## src/rtl/dtl_pkg.sv

```systemverilog
// ----------------------------------------------------------------------------
// dtl_pkg: shared types for the deadline task list
// Operation and status codes, controller states, and the command and status
// groups passed between the controller and the datapath.
// ----------------------------------------------------------------------------
`default_nettype none

package dtl_pkg;

  localparam int unsigned IdW     = 32;
  localparam int unsigned DlW     = 32;
  localparam int unsigned CntOutW = 5;

  // operation codes on kind
  typedef enum logic [1:0] {
    KIND_PUSH   = 2'd0,
    KIND_POP    = 2'd1,
    KIND_REMOVE = 2'd2,
    KIND_SORT   = 2'd3
  } kind_e;

  // result status codes
  typedef enum logic [1:0] {
    ST_OK        = 2'd0,
    ST_EMPTY     = 2'd1,
    ST_NOT_FOUND = 2'd2,
    ST_FULL      = 2'd3
  } status_e;

  // one stored task
  typedef struct packed {
    logic [IdW-1:0] id;
    logic [DlW-1:0] dl;
  } entry_t;

  // controller states
  typedef enum logic [3:0] {
    S_IDLE,
    S_DISPATCH,
    S_POP_WAIT,
    S_RM_CMP,
    S_RM_NEXT,
    S_RM_MOVE,
    S_SO_OUTER,
    S_SO_KEY,
    S_SO_CMP,
    S_SO_STEP,
    S_FINISH
  } state_e;

  // logical slot read each cycle
  typedef enum logic [1:0] {
    RD_IDX    = 2'd0,
    RD_IDX_P1 = 2'd1,
    RD_JDX_M1 = 2'd2
  } rd_src_e;

  // memory write selection
  typedef enum logic [2:0] {
    WR_NONE     = 3'd0,
    WR_PUSH     = 3'd1,
    WR_IDX      = 3'd2,
    WR_JDX_DATA = 3'd3,
    WR_JDX_KEY  = 3'd4
  } wr_src_e;

  // result register update
  typedef enum logic [2:0] {
    RES_NONE      = 3'd0,
    RES_EMPTY     = 3'd1,
    RES_NOT_FOUND = 3'd2,
    RES_FULL      = 3'd3,
    RES_TAKE      = 3'd4
  } res_e;

  // controller to datapath
  typedef struct packed {
    logic    latch;
    logic    idx_set_one;
    logic    idx_inc;
    logic    jdx_from_idx;
    logic    jdx_dec;
    logic    key_load;
    rd_src_e rd_src;
    wr_src_e wr_src;
    logic    push_commit;
    logic    pop_commit;
    logic    cnt_dec;
    res_e    res_set;
    logic    out_load;
  } cmd_t;

  // datapath to controller
  typedef struct packed {
    kind_e kind;
    logic  cnt_zero;
    logic  full;
    logic  idx_lt_cnt;
    logic  idx_p1_lt_cnt;
    logic  jdx_nz;
    logic  id_match;
    logic  dl_greater;
    logic  out_free;
  } stat_t;

endpackage

`default_nettype wire

```

## src/rtl/deadline_task_list_core.sv

```systemverilog
// ----------------------------------------------------------------------------
// deadline_task_list_core: bounded task list with earliest-deadline sort
// Push to front, pop front, remove first matching id, stable sort by
// deadline. One result per operation.
//
//   channel  | handshake               | payload
//   ---------+-------------------------+---------------------------------------
//   in       | in_valid_i / in_stall_o | kind_i, task_id_i, deadline_i
//   out      | out_valid_o/out_stall_i | status_o, out_task_id_o,
//            |                         | out_deadline_o, entry_count_o
//
// Remove and sort take longer the more tasks are stored, since the task
// memory is walked with one read or write per cycle.
// One operation is in flight at a time; the next transfer is taken once the
// result is in the output register, even while that result is stalled.
// Reset empties the list at once; no clearing pass is needed.
// ----------------------------------------------------------------------------
`default_nettype none

module deadline_task_list_core #(
  parameter int unsigned CAPACITY = 16
) (
  input  wire logic                          clk_i,
  input  wire logic                          rst_ni,
  input  wire logic                          in_valid_i,
  output      logic                          in_stall_o,
  input  wire logic [1:0]                    kind_i,
  input  wire logic [dtl_pkg::IdW-1:0]       task_id_i,
  input  wire logic [dtl_pkg::DlW-1:0]       deadline_i,
  output      logic                          out_valid_o,
  input  wire logic                          out_stall_i,
  output      logic [1:0]                    status_o,
  output      logic [dtl_pkg::IdW-1:0]       out_task_id_o,
  output      logic [dtl_pkg::DlW-1:0]       out_deadline_o,
  output      logic [dtl_pkg::CntOutW-1:0]   entry_count_o
);
  import dtl_pkg::*;

  cmd_t  cmd;
  stat_t stat;

  // sequencer
  dtl_ctrl u_ctrl (
    .clk_i      (clk_i),
    .rst_ni     (rst_ni),
    .in_valid_i (in_valid_i),
    .in_stall_o (in_stall_o),
    .stat_i     (stat),
    .cmd_o      (cmd)
  );

  // storage and result path
  dtl_datapath #(
    .CAPACITY (CAPACITY)
  ) u_datapath (
    .clk_i          (clk_i),
    .rst_ni         (rst_ni),
    .cmd_i          (cmd),
    .stat_o         (stat),
    .kind_i         (kind_i),
    .task_id_i      (task_id_i),
    .deadline_i     (deadline_i),
    .out_valid_o    (out_valid_o),
    .out_stall_i    (out_stall_i),
    .status_o       (status_o),
    .out_task_id_o  (out_task_id_o),
    .out_deadline_o (out_deadline_o),
    .entry_count_o  (entry_count_o)
  );

endmodule

`default_nettype wire

```

## src/rtl/dtl_datapath.sv

```systemverilog
// ----------------------------------------------------------------------------
// dtl_datapath: task storage and list bookkeeping
// Ring-addressed task memory with head pointer and count, scan indices,
// sort key, result registers and the output register.
// ----------------------------------------------------------------------------
`default_nettype none

module dtl_datapath #(
  parameter int unsigned CAPACITY = 16
) (
  input  wire logic                          clk_i,
  input  wire logic                          rst_ni,
  input  wire dtl_pkg::cmd_t                 cmd_i,
  output      dtl_pkg::stat_t                stat_o,
  input  wire logic [1:0]                    kind_i,
  input  wire logic [dtl_pkg::IdW-1:0]       task_id_i,
  input  wire logic [dtl_pkg::DlW-1:0]       deadline_i,
  output      logic                          out_valid_o,
  input  wire logic                          out_stall_i,
  output      logic [1:0]                    status_o,
  output      logic [dtl_pkg::IdW-1:0]       out_task_id_o,
  output      logic [dtl_pkg::DlW-1:0]       out_deadline_o,
  output      logic [dtl_pkg::CntOutW-1:0]   entry_count_o
);
  import dtl_pkg::*;

  localparam int unsigned AW = $clog2(CAPACITY);
  localparam int unsigned CW = $clog2(CAPACITY + 1);
  localparam int unsigned SW = CW + 1;

  // logical slot to memory address, head plus offset wrapped once
  function automatic logic [AW-1:0] phys(input logic [AW-1:0] hd, input logic [CW-1:0] lg);
    logic [SW-1:0] s;
    s = SW'(hd) + SW'(lg);
    if (s >= SW'(CAPACITY)) begin
      s = s - SW'(CAPACITY);
    end
    return s[AW-1:0];
  endfunction

  entry_t          mem_q [CAPACITY];
  entry_t          rd_data_q;
  logic [AW-1:0]   rd_addr;
  logic            wr_en;
  logic [AW-1:0]   wr_addr;
  entry_t          wr_data;

  kind_e           op_kind_q;
  logic [IdW-1:0]  op_id_q;
  logic [DlW-1:0]  op_dl_q;
  logic [AW-1:0]   head_q, head_d;
  logic [CW-1:0]   count_q, count_d;
  logic [CW-1:0]   idx_q, idx_d;
  logic [CW-1:0]   jdx_q, jdx_d;
  entry_t          key_q;
  status_e         res_status_q, res_status_d;
  logic [IdW-1:0]  res_id_q, res_id_d;
  logic [DlW-1:0]  res_dl_q, res_dl_d;
  logic            out_valid_q;
  status_e         out_status_q;
  logic [IdW-1:0]  out_id_q;
  logic [DlW-1:0]  out_dl_q;
  logic [CntOutW-1:0] out_cnt_q;

  logic [AW-1:0]   head_dec, head_inc;
  logic [SW-1:0]   idx_p1;
  logic [CW-1:0]   jdx_m1;

  assign head_dec = (head_q == '0) ? AW'(CAPACITY - 1) : head_q - 1'b1;
  assign head_inc = (head_q == AW'(CAPACITY - 1)) ? '0 : head_q + 1'b1;
  assign idx_p1   = SW'(idx_q) + 1'b1;
  assign jdx_m1   = jdx_q - 1'b1;

  // status toward the controller
  always_comb begin
    stat_o.kind          = op_kind_q;
    stat_o.cnt_zero      = (count_q == '0);
    stat_o.full          = (count_q == CW'(CAPACITY));
    stat_o.idx_lt_cnt    = (idx_q < count_q);
    stat_o.idx_p1_lt_cnt = (idx_p1 < SW'(count_q));
    stat_o.jdx_nz        = (jdx_q != '0);
    stat_o.id_match      = (rd_data_q.id == op_id_q);
    stat_o.dl_greater    = (rd_data_q.dl > key_q.dl);
    stat_o.out_free      = !out_valid_q || !out_stall_i;
  end

  // read address select
  always_comb begin
    case (cmd_i.rd_src)
      RD_IDX_P1: rd_addr = phys(head_q, idx_p1[CW-1:0]);
      RD_JDX_M1: rd_addr = phys(head_q, jdx_m1);
      default:   rd_addr = phys(head_q, idx_q);
    endcase
  end

  // write port select
  always_comb begin
    wr_en   = 1'b1;
    wr_addr = phys(head_q, jdx_q);
    wr_data = rd_data_q;
    case (cmd_i.wr_src)
      WR_PUSH: begin
        wr_addr    = head_dec;
        wr_data.id = op_id_q;
        wr_data.dl = op_dl_q;
      end
      WR_IDX: begin
        wr_addr = phys(head_q, idx_q);
      end
      WR_JDX_DATA: begin
        wr_addr = phys(head_q, jdx_q);
      end
      WR_JDX_KEY: begin
        wr_data = key_q;
      end
      default: begin
        wr_en = 1'b0;
      end
    endcase
  end

  // task memory, registered read
  always_ff @(posedge clk_i) begin
    if (wr_en) begin
      mem_q[wr_addr] <= wr_data;
    end
    rd_data_q <= mem_q[rd_addr];
  end

  // list bookkeeping next state
  always_comb begin
    head_d  = head_q;
    count_d = count_q;
    if (cmd_i.push_commit) begin
      head_d  = head_dec;
      count_d = count_q + 1'b1;
    end else if (cmd_i.pop_commit) begin
      head_d  = head_inc;
      count_d = count_q - 1'b1;
    end else if (cmd_i.cnt_dec) begin
      count_d = count_q - 1'b1;
    end
  end

  // scan indices next state
  always_comb begin
    idx_d = idx_q;
    jdx_d = jdx_q;
    if (cmd_i.latch) begin
      idx_d = '0;
    end else if (cmd_i.idx_set_one) begin
      idx_d = CW'(1);
    end else if (cmd_i.idx_inc) begin
      idx_d = idx_q + 1'b1;
    end
    if (cmd_i.jdx_from_idx) begin
      jdx_d = idx_q;
    end else if (cmd_i.jdx_dec) begin
      jdx_d = jdx_m1;
    end
  end

  // result next state
  always_comb begin
    res_status_d = res_status_q;
    res_id_d     = res_id_q;
    res_dl_d     = res_dl_q;
    if (cmd_i.latch) begin
      res_status_d = ST_OK;
      res_id_d     = '0;
      res_dl_d     = '0;
    end else begin
      case (cmd_i.res_set)
        RES_EMPTY:     res_status_d = ST_EMPTY;
        RES_NOT_FOUND: res_status_d = ST_NOT_FOUND;
        RES_FULL:      res_status_d = ST_FULL;
        RES_TAKE: begin
          res_status_d = ST_OK;
          res_id_d     = rd_data_q.id;
          res_dl_d     = rd_data_q.dl;
        end
        default: ;
      endcase
    end
  end

  // control registers
  always_ff @(posedge clk_i or negedge rst_ni) begin
    if (!rst_ni) begin
      head_q      <= '0;
      count_q     <= '0;
      out_valid_q <= 1'b0;
    end else begin
      head_q  <= head_d;
      count_q <= count_d;
      if (cmd_i.out_load) begin
        out_valid_q <= 1'b1;
      end else if (!out_stall_i) begin
        out_valid_q <= 1'b0;
      end
    end
  end

  // payload registers
  always_ff @(posedge clk_i) begin
    if (cmd_i.latch) begin
      op_kind_q <= kind_e'(kind_i);
      op_id_q   <= task_id_i;
      op_dl_q   <= deadline_i;
    end
    if (cmd_i.key_load) begin
      key_q <= rd_data_q;
    end
    idx_q        <= idx_d;
    jdx_q        <= jdx_d;
    res_status_q <= res_status_d;
    res_id_q     <= res_id_d;
    res_dl_q     <= res_dl_d;
    if (cmd_i.out_load) begin
      out_status_q <= res_status_q;
      out_id_q     <= res_id_q;
      out_dl_q     <= res_dl_q;
      out_cnt_q    <= CntOutW'(count_q);
    end
  end

  assign out_valid_o    = out_valid_q;
  assign status_o       = out_status_q;
  assign out_task_id_o  = out_id_q;
  assign out_deadline_o = out_dl_q;
  assign entry_count_o  = out_cnt_q;

endmodule

`default_nettype wire

```

## src/rtl/dtl_ctrl.sv

```systemverilog
// ----------------------------------------------------------------------------
// dtl_ctrl: operation sequencer for the deadline task list
// Walks push, pop, remove-by-id and insertion sort through the datapath
// one memory access per cycle, then hands the result to the output register.
// ----------------------------------------------------------------------------
`default_nettype none

module dtl_ctrl (
  input  wire logic            clk_i,
  input  wire logic            rst_ni,
  input  wire logic            in_valid_i,
  output      logic            in_stall_o,
  input  wire dtl_pkg::stat_t  stat_i,
  output      dtl_pkg::cmd_t   cmd_o
);
  import dtl_pkg::*;

  state_e state_q, state_d;

  // state register
  always_ff @(posedge clk_i or negedge rst_ni) begin
    if (!rst_ni) begin
      state_q <= S_IDLE;
    end else begin
      state_q <= state_d;
    end
  end

  // next state and commands
  always_comb begin
    state_d    = state_q;
    cmd_o      = '0;
    in_stall_o = 1'b1;
    unique case (state_q)
      S_IDLE: begin
        in_stall_o = 1'b0;
        if (in_valid_i) begin
          cmd_o.latch = 1'b1;
          state_d     = S_DISPATCH;
        end
      end
      S_DISPATCH: begin
        unique case (stat_i.kind)
          KIND_PUSH: begin
            if (stat_i.full) begin
              cmd_o.res_set = RES_FULL;
            end else begin
              cmd_o.wr_src      = WR_PUSH;
              cmd_o.push_commit = 1'b1;
            end
            state_d = S_FINISH;
          end
          KIND_POP: begin
            if (stat_i.cnt_zero) begin
              cmd_o.res_set = RES_EMPTY;
              state_d       = S_FINISH;
            end else begin
              cmd_o.rd_src = RD_IDX;
              state_d      = S_POP_WAIT;
            end
          end
          KIND_REMOVE: begin
            if (stat_i.cnt_zero) begin
              cmd_o.res_set = RES_NOT_FOUND;
              state_d       = S_FINISH;
            end else begin
              cmd_o.rd_src = RD_IDX;
              state_d      = S_RM_CMP;
            end
          end
          default: begin
            cmd_o.idx_set_one = 1'b1;
            state_d           = S_SO_OUTER;
          end
        endcase
      end
      S_POP_WAIT: begin
        cmd_o.res_set    = RES_TAKE;
        cmd_o.pop_commit = 1'b1;
        state_d          = S_FINISH;
      end
      // compare the scanned id, step to the next slot on a miss
      S_RM_CMP: begin
        if (stat_i.id_match) begin
          cmd_o.res_set = RES_TAKE;
          state_d       = S_RM_NEXT;
        end else if (stat_i.idx_p1_lt_cnt) begin
          cmd_o.idx_inc = 1'b1;
          cmd_o.rd_src  = RD_IDX_P1;
        end else begin
          cmd_o.res_set = RES_NOT_FOUND;
          state_d       = S_FINISH;
        end
      end
      // close the gap: move each later slot down by one
      S_RM_NEXT: begin
        if (stat_i.idx_p1_lt_cnt) begin
          cmd_o.rd_src = RD_IDX_P1;
          state_d      = S_RM_MOVE;
        end else begin
          cmd_o.cnt_dec = 1'b1;
          state_d       = S_FINISH;
        end
      end
      S_RM_MOVE: begin
        cmd_o.wr_src  = WR_IDX;
        cmd_o.idx_inc = 1'b1;
        state_d       = S_RM_NEXT;
      end
      // insertion sort outer loop
      S_SO_OUTER: begin
        if (stat_i.idx_lt_cnt) begin
          cmd_o.rd_src       = RD_IDX;
          cmd_o.jdx_from_idx = 1'b1;
          state_d            = S_SO_KEY;
        end else begin
          state_d = S_FINISH;
        end
      end
      S_SO_KEY: begin
        cmd_o.key_load = 1'b1;
        cmd_o.rd_src   = RD_JDX_M1;
        state_d        = S_SO_CMP;
      end
      // shift a later-deadline slot up, or drop the key in place
      S_SO_CMP: begin
        if (stat_i.dl_greater) begin
          cmd_o.wr_src  = WR_JDX_DATA;
          cmd_o.jdx_dec = 1'b1;
          state_d       = S_SO_STEP;
        end else begin
          cmd_o.wr_src  = WR_JDX_KEY;
          cmd_o.idx_inc = 1'b1;
          state_d       = S_SO_OUTER;
        end
      end
      S_SO_STEP: begin
        if (stat_i.jdx_nz) begin
          cmd_o.rd_src = RD_JDX_M1;
          state_d      = S_SO_CMP;
        end else begin
          cmd_o.wr_src  = WR_JDX_KEY;
          cmd_o.idx_inc = 1'b1;
          state_d       = S_SO_OUTER;
        end
      end
      // wait for the output register to free up
      S_FINISH: begin
        if (stat_i.out_free) begin
          cmd_o.out_load = 1'b1;
          state_d        = S_IDLE;
        end
      end
      default: begin
        state_d = S_IDLE;
      end
    endcase
  end

endmodule

`default_nettype wire

```

## config.mk

```make
export PLATFORM = sky130hd
export DESIGN_NAME = deadline_task_list_core
export DESIGN_NICKNAME = d
export VERILOG_FILES = /design/src/rtl/dtl_pkg.sv /design/src/rtl/deadline_task_list_core.sv /design/src/rtl/dtl_datapath.sv /design/src/rtl/dtl_ctrl.sv
export SDC_FILE = /design/constraint.sdc
export NUM_CORES = 2
export LEC_CHECK = 0
export BUFFER_PORTS_ARGS = -buffer_cell sky130_fd_sc_hd__buf_2
export CAP_MARGIN = 20
export CORE_ASPECT_RATIO = 1.1
export CORE_UTILIZATION = 48
export CTS_CLUSTER_DIAMETER = 60
export DETAILED_ROUTE_END_ITERATION = 8
export GPL_TIMING_DRIVEN = 0
export MAX_ROUTING_LAYER = met4
export PLACE_DENSITY = 0.67
export SYNTH_ARGS = -nofsm -noshare
export SYNTH_HDL_FRONTEND = slang
export SYNTH_SLANG_ARGS = --single-unit
export TNS_END_PERCENT = 30
```

## constraint.sdc

```tcl
create_clock -name clk_i -period 8.4 [get_ports clk_i]
set_clock_uncertainty 0.1 [all_clocks]
set_input_delay 1.26 -clock clk_i [delete_from_list [all_inputs] [get_ports clk_i]]
set_output_delay 1.26 -clock clk_i [all_outputs]
set_load 0.03 [all_outputs]
```

# [Yosys cells after proc, flatten, opt, wreduce, memory -nomap -nowiden]
# Memories as Yosys holds them, arrays and structs flattened. A register that Yosys moved wholly into a read port is not among the register bits.
# Index checks and enable logic that the tools add are counted.
# W data, S select, Z words.
[classes] n_addsub=15 eq_ne=29 n_mux=73 order_cmp=7 n_reduce_logical=17
[op_table] cell="$pmux W64 S2" n=1
[op_table] cell="$mux W4" n=18
[op_table] cell="$pmux W4 S11" n=1
[op_table] cell="$eq A32 B32 Y1" n=1
[op_table] cell="$gt A32 B32 Y1" n=1
[op_table] cell="$mux W1" n=29
[op_table] cell="$mux W5" n=5
[op_table] cell="$add A4 B5 Y6" n=4
[op_table] cell="$ge A6 B5 Y1 const B" n=4
[op_table] cell="$sub A4 B1 Y4 const B" n=5
[op_table] cell="$pmux W3 S3" n=2
[op_table] cell="$eq A4 B3 Y1 const B" n=4
[op_table] cell="$eq A4 B4 Y1 const B" n=4
[op_table] cell="$pmux W2 S4" n=2
[op_table] cell="$pmux W4 S2" n=2
[op_table] cell="$mux W2" n=7
[op_table] cell="$eq A3 B2 Y1 const B" n=4
[op_table] cell="$pmux W3 S4" n=1
[op_table] cell="$pmux W4 S3" n=1
[op_table] cell="$add A5 B1 Y5 const B" n=2
[op_table] cell="$sub A5 B1 Y5 const B" n=2
[op_table] cell="$mux W3" n=3
[op_table] cell="$eq A4 B2 Y1 const B" n=2
[op_table] cell="$logic_not A4 Y1" n=2
[op_table] cell="other kinds (26)" n=34
[totals] n_memories=1 reg_bits=291 output_inout_bits=73 wordCells=161 ramBits=1024 input_bits=70
[mem_list] memory="u_datapath.mem_q" depth=16 width=64 read_ports=1 rd_clocked_by_memory_dff=1 write_ports=1 line_no="dtl_datapath.sv:41" source="entry_t mem_q [CAPACITY];"

# [Longest topological paths before layout]
[logic_depth] depth_word=9 ltp_mapped=23 ltp_nobuf=21

# [Hierarchy]
# From an unflattened synthesis, not the netlist that was laid out.
[hier_totals] hier_cells=4215 hier_area_um2=54766.3
[modules_own_cells] module="dtl_datapath" cells_each=4126 area_each_um2=54095.6 seq_area_each_um2=39888.3 n_inst=1
[modules_own_cells] module="dtl_ctrl" cells_each=89 area_each_um2=670.6 seq_area_each_um2=100.1 n_inst=1

# [Least setup slack after synthesis]
# Ideal clock, no wire load.
[synth_timing] kind="reg2reg" start="reg u_ctrl.state_q[1]" end="mem u_datapath.mem_q[6][0] in the netlist's numbering, enable pin" synth_period_minus_slack_ps=5469 path_stages_with_launch=10 t_arrival_ps=4883 setup_slack_ps=2931 setup_time_ps=486 t_required_ps=7814 path_buffers=1 path_cell_list="dfrtp_1 buf_2 or4b_4 a2111oi_4 inv_2 nand2_2 o221a_2 and2b_1 nand2_1 nor2_1"
[synth_via] elab_chain_len=7 word_cells_on_any_way=14 cone_classes="8 x eq/ne; 5 x mux; 1 x reduce/logical"
[synth_lines] element="from (decl)" line_no="dtl_ctrl.sv:18" source="state_e state_q, state_d;"
[synth_lines] element="from (signal assigned)" line_no="dtl_ctrl.sv:25" source="state_q <= state_d;"
[synth_lines] element="$eq A4 B4 Y1, or another cell as far along" line_no="dtl_ctrl.sv:34" source="unique case (state_q)"
[synth_lines] element="$pmux W3 S4 *" line_no="dtl_ctrl.sv:34"
[synth_lines] element="$eq A3 B1 Y1, or another cell as far along" line_no="dtl_datapath.sv:101" source="case (cmd_i.wr_src)"
[synth_lines] element="$reduce_or A4 Y1 (no line)"
[synth_lines] element="$mux W1" line_no="dtl_datapath.sv:101"
[synth_lines] element="$mux W1" line_no="dtl_datapath.sv:124" source="if (wr_en) begin"
[synth_lines] element="$mux W1 (not written as such)" line_no="dtl_datapath.sv:125" source="mem_q[wr_addr] <= wr_data;"
[synth_lines] element="to (decl)" line_no="dtl_datapath.sv:41"
# Mark *: on every way between the ends. The rest lies on a longest branch, timed or not.

# [Worst setup path in the final report]
[layout_timing] start="reg u_datapath.op_id_q[23]" end="reg, netlist name u_datapath.rd_data_q[47]"
[layout_via] elab_chain_len=5 word_cells_on_any_way=6 cone_classes="3 x eq/ne; 3 x mux"
[layout_lines] element="from (decl)" line_no="dtl_datapath.sv:49" source="logic [IdW-1:0] op_id_q;"
[layout_lines] element="from (signal assigned)" line_no="dtl_datapath.sv:208" source="op_id_q <= task_id_i;"
[layout_lines] element="$eq A32 B32 Y1 *" line_no="dtl_datapath.sv:82" source="stat_o.id_match = (rd_data_q.id == op_id_q);"
[layout_lines] element="$mux W2 *" line_no="dtl_ctrl.sv:84" source="if (stat_i.id_match) begin"
[layout_lines] element="$pmux W2 S4 *" line_no="dtl_ctrl.sv:34"
[layout_lines] element="$eq A2 B2 Y1 / $eq A2 B1 Y1 (equally long branches)" line_no="dtl_datapath.sv:89" source="case (cmd_i.rd_src)"
[layout_lines] element="$pmux W4 S2 *" line_no="dtl_datapath.sv:89"
# Marked as above.
# A chain may end at the register's enable or synchronous reset.

==> metrics.txt <==
status finished clean; drt first pass iters 6; first-pass GRT wire length 223 mm; post-DP HPWL 106 mm; crit path cell chain xnor2_1 > nand4_1 > nor4_1 > nand2_1 > a31oi_1 > nor2_1 > nand2_1 > ha_1 > mux2i_1 > ha_1 > inv_1 > fa_1 > xnor2_1 > nor2_1 > a21oi_1 > buf_4 > clkbuf_1 > clkbuf_1 > buf_1 > a31oi_1 > a21oi_1 > mux2i_1; Routed WL 156 mm; FFs w/ async S/R, synth 0.0102; YS warnings 0; Final period util 0.899; GRT Residual Overflow 0; number of distinct library cells after synthesis 66; Seq/Total Area, Yosys 0.731; RSZ-0062 raised after global routing no; PostCTS Resize Cnt 0; Critical-path top delay cell nor4_1; Setup CP Type reg2reg; CTS buffer count 136; H-tree levels 4; vias in the first global route 33.5k; initial core utilization 0.485; syn_nets 4028; DR vias 34.9k; Slew @ Worst Pin 1.17 ns; clock sinks 1379; count of endpoints failing setup in the final report 0; worst endpoint required time 8.89 ns; Post-CTS Setup Inserts 0; synthesized area 0.0547 mm^2; Nets 4364; # fillers 8920; DR iter-0 viols 4614; die area 0.115 mm^2; core area 0.113 mm^2; Final Hold Fails 0; Arrival @ worst endpoint 8.05 ns; register bit total from synthesis 1379; Die H 356 um; die width 324 um; Clock Latency Late Sink 0.77 ns; I/O pin total 143; CTS tree yes; clk buf depth 3; layout overhead on the synthesized area 14.9%; Slowest Stage Delay on Critical Path 0.92 ns; crit path time final 7.55 ns; GPL Wtd Cong 0.909; DRC errors left 0; Synth Area per Inst 14.0 um^2; GRT Resource Usage Total 0.278; setup slack, reg-to-reg 0.85 ns; Crit. End Element register; CP max FO 10; I/O Buffers 142; max_slew headroom 0.221; Hold Path Class in2async; Max Cap Violations 0; CTS Hold Bufs 0; Via-to-Cell Ratio 5.96; Critical Path Source Type register; Post-Route Utilization 0.558; Fmax achieved 132 MHz; share of cells above drive strength 1 0.106; Root Buffer Master clkbuf_16; Reg clk slew, reported paths 0.07 ns; post-route ant nets 0; Main synth FF type edfxtp_1; wire length per cell 26.6 um; Max Slew Vio Count 0; Critical path buffers and inverters 5; Row Count 129; largest net degree at the start of global routing 40; family with the most delay on the worst path buffers and inverters; initial antenna violation count 4; Post-synth EDFFs 1230; Mapped Cells 3896
## sequential cells by signal, indices dropped and copies added (netlist names), 32 cells and up
| signal | flops |
|---|---|
| u_datapath.res_dl_q | 32 |
| u_datapath.mem_q | 1024 |
| u_datapath.op_dl_q | 32 |
| u_datapath.res_id_q | 32 |
| u_datapath.out_deadline_o | 32 |
| u_datapath.key_q | 64 |
| u_datapath.rd_data_q | 64 |
| u_datapath.out_task_id_o | 32 |
| u_datapath.op_id_q | 32 |
## logic make-up (layout without fill, tap and decap cells)
kind of cell / after synthesis / after routing / share of synthesized area
flops: 1379 / 1379 / 0.731
simple gates: 1100 / 1100 / 0.0926
compound gates: 915 / 915 / 0.117
buf+inv: 310 / 758 / 0.0220
mux: 77 / 77 / 0.0142
fa+ha+maj: 63 / 63 / 0.0149
xor+xnor: 52 / 52 / 0.00833
other cells: 0 / 2 / 0
## Yosys cell counts (all sizes together) (4+ instances only)
| library cell | number | area (um^2) |
|---|---|---|
| mux2i | 73 | 731 |
| and2 | 291 | 1820 |
| or3 | 4 | 25.0 |
| a22o | 32 | 280 |
| xor2 | 7 | 61.3 |
| nor2 | 44 | 165 |
| xnor2 | 45 | 394 |
| a221o | 35 | 350 |
| o21ai | 25 | 125 |
| nor4 | 4 | 25.0 |
| dfrtp | 14 | 350 |
| nor2b | 6 | 37.5 |
| nor3 | 8 | 56.3 |
| o22ai | 4 | 25.0 |
| buf | 35 | 173 |
| a21oi | 235 | 1180 |
| dfxtp | 135 | 2700 |
| nand2b | 8 | 50.1 |
| nand2 | 688 | 2580 |
| a21o | 40 | 300 |
| a31oi | 134 | 838 |
| inv | 52 | 195 |
| nand4 | 17 | 106 |
| edfxtp | 1230 | 36900 |
| a311oi | 129 | 1140 |
| a211oi | 258 | 1940 |
| or4 | 4 | 30.0 |
| mux2 | 4 | 45.0 |
| fa | 4 | 80.1 |
| ha | 58 | 726 |
| nand3 | 14 | 70.1 |
| clkbuf | 223 | 837 |
## routing by layer
layer	share of wire	vias to the layer above	global-route usage
met5	0	-	-
met4	0.036	0	0.103
met3	0.10	315	0.0604
met2	0.47	1849	0.427
met1	0.39	17256	0.363
li1	-	15443	-
## final cells by class
| cell class | count | area, um^2 | area share |
|---|---|---|---|
| inverter | 52 | 195 | 0.00310 |
| timing repair buffer | 198 | 1860 | 0.0295 |
| buffer | 258 | 1020 | 0.0162 |
| clock inverter | 55 | 410 | 0.00653 |
| tap | 1506 | 1880 | 0.0300 |
| sequential | 1379 | 40000 | 0.636 |
| antenna | 2 | 5.00 | 0.0000796 |
| multi-input combinational | 2207 | 13600 | 0.217 |
| clock buffer | 195 | 3870 | 0.0616 |
## path summary, 6_finish.rpt
check                                             start                      endpoint  depth (start not counted)
max in group asynchronous                        rst_ni         u_datapath.count_q[4]                          1
worst min register to register  u_datapath.res_id_q[23]  u_datapath.out_task_id_o[23]                          0
worst max-delay path             u_datapath.op_id_q[23]      u_datapath.rd_data_q[47]                         22
worst min-delay path                             rst_ni             u_ctrl.state_q[0]                          1
worst max register to register   u_datapath.op_id_q[23]      u_datapath.rd_data_q[47]                         22
min in group clk_i              u_datapath.res_id_q[23]  u_datapath.out_task_id_o[23]                          0
## layout by cell type (no fill, tap or decap), drive strengths merged, types with 6 or more instances in the layout
master | synthesis | final
edfxtp | 1230 | 1230
nand2 | 688 | 688
clkbuf | 223 | 418
and2 | 291 | 291
a211oi | 258 | 258
a21oi | 235 | 235
buf | 35 | 233
dfxtp | 135 | 135
a31oi | 134 | 134
a311oi | 129 | 129
mux2i | 73 | 73
ha | 58 | 58
inv | 52 | 55
xnor2 | 45 | 45
clkinv | 0 | 45
nor2 | 44 | 44
a21o | 40 | 40
a221o | 35 | 35
a22o | 32 | 32
o21ai | 25 | 25
nand4 | 17 | 17
nand3 | 14 | 14
dfrtp | 14 | 14
nand2b | 8 | 8
nor3 | 8 | 8
xor2 | 7 | 7
nor2b | 6 | 6
## metrics by stage
stage               setup WS [ns]  area [um^2]  std cells  hold slack, ns  TNS, ns
floorplan                    2.93        54700       3896           0.300        0
global placement           -0.478        57300       5544           0.314  -145.82
detailed placement           1.02        58600       5600           0.315        0
CTS                         0.953        62900       5850           0.291        0
global route                0.670        62900       5850           0.318        0
finish                      0.847        62900       5852           0.316        0
Power is not shown: default switching activity piles up to over one toggle a cycle in this logic, so the estimate is an artifact.
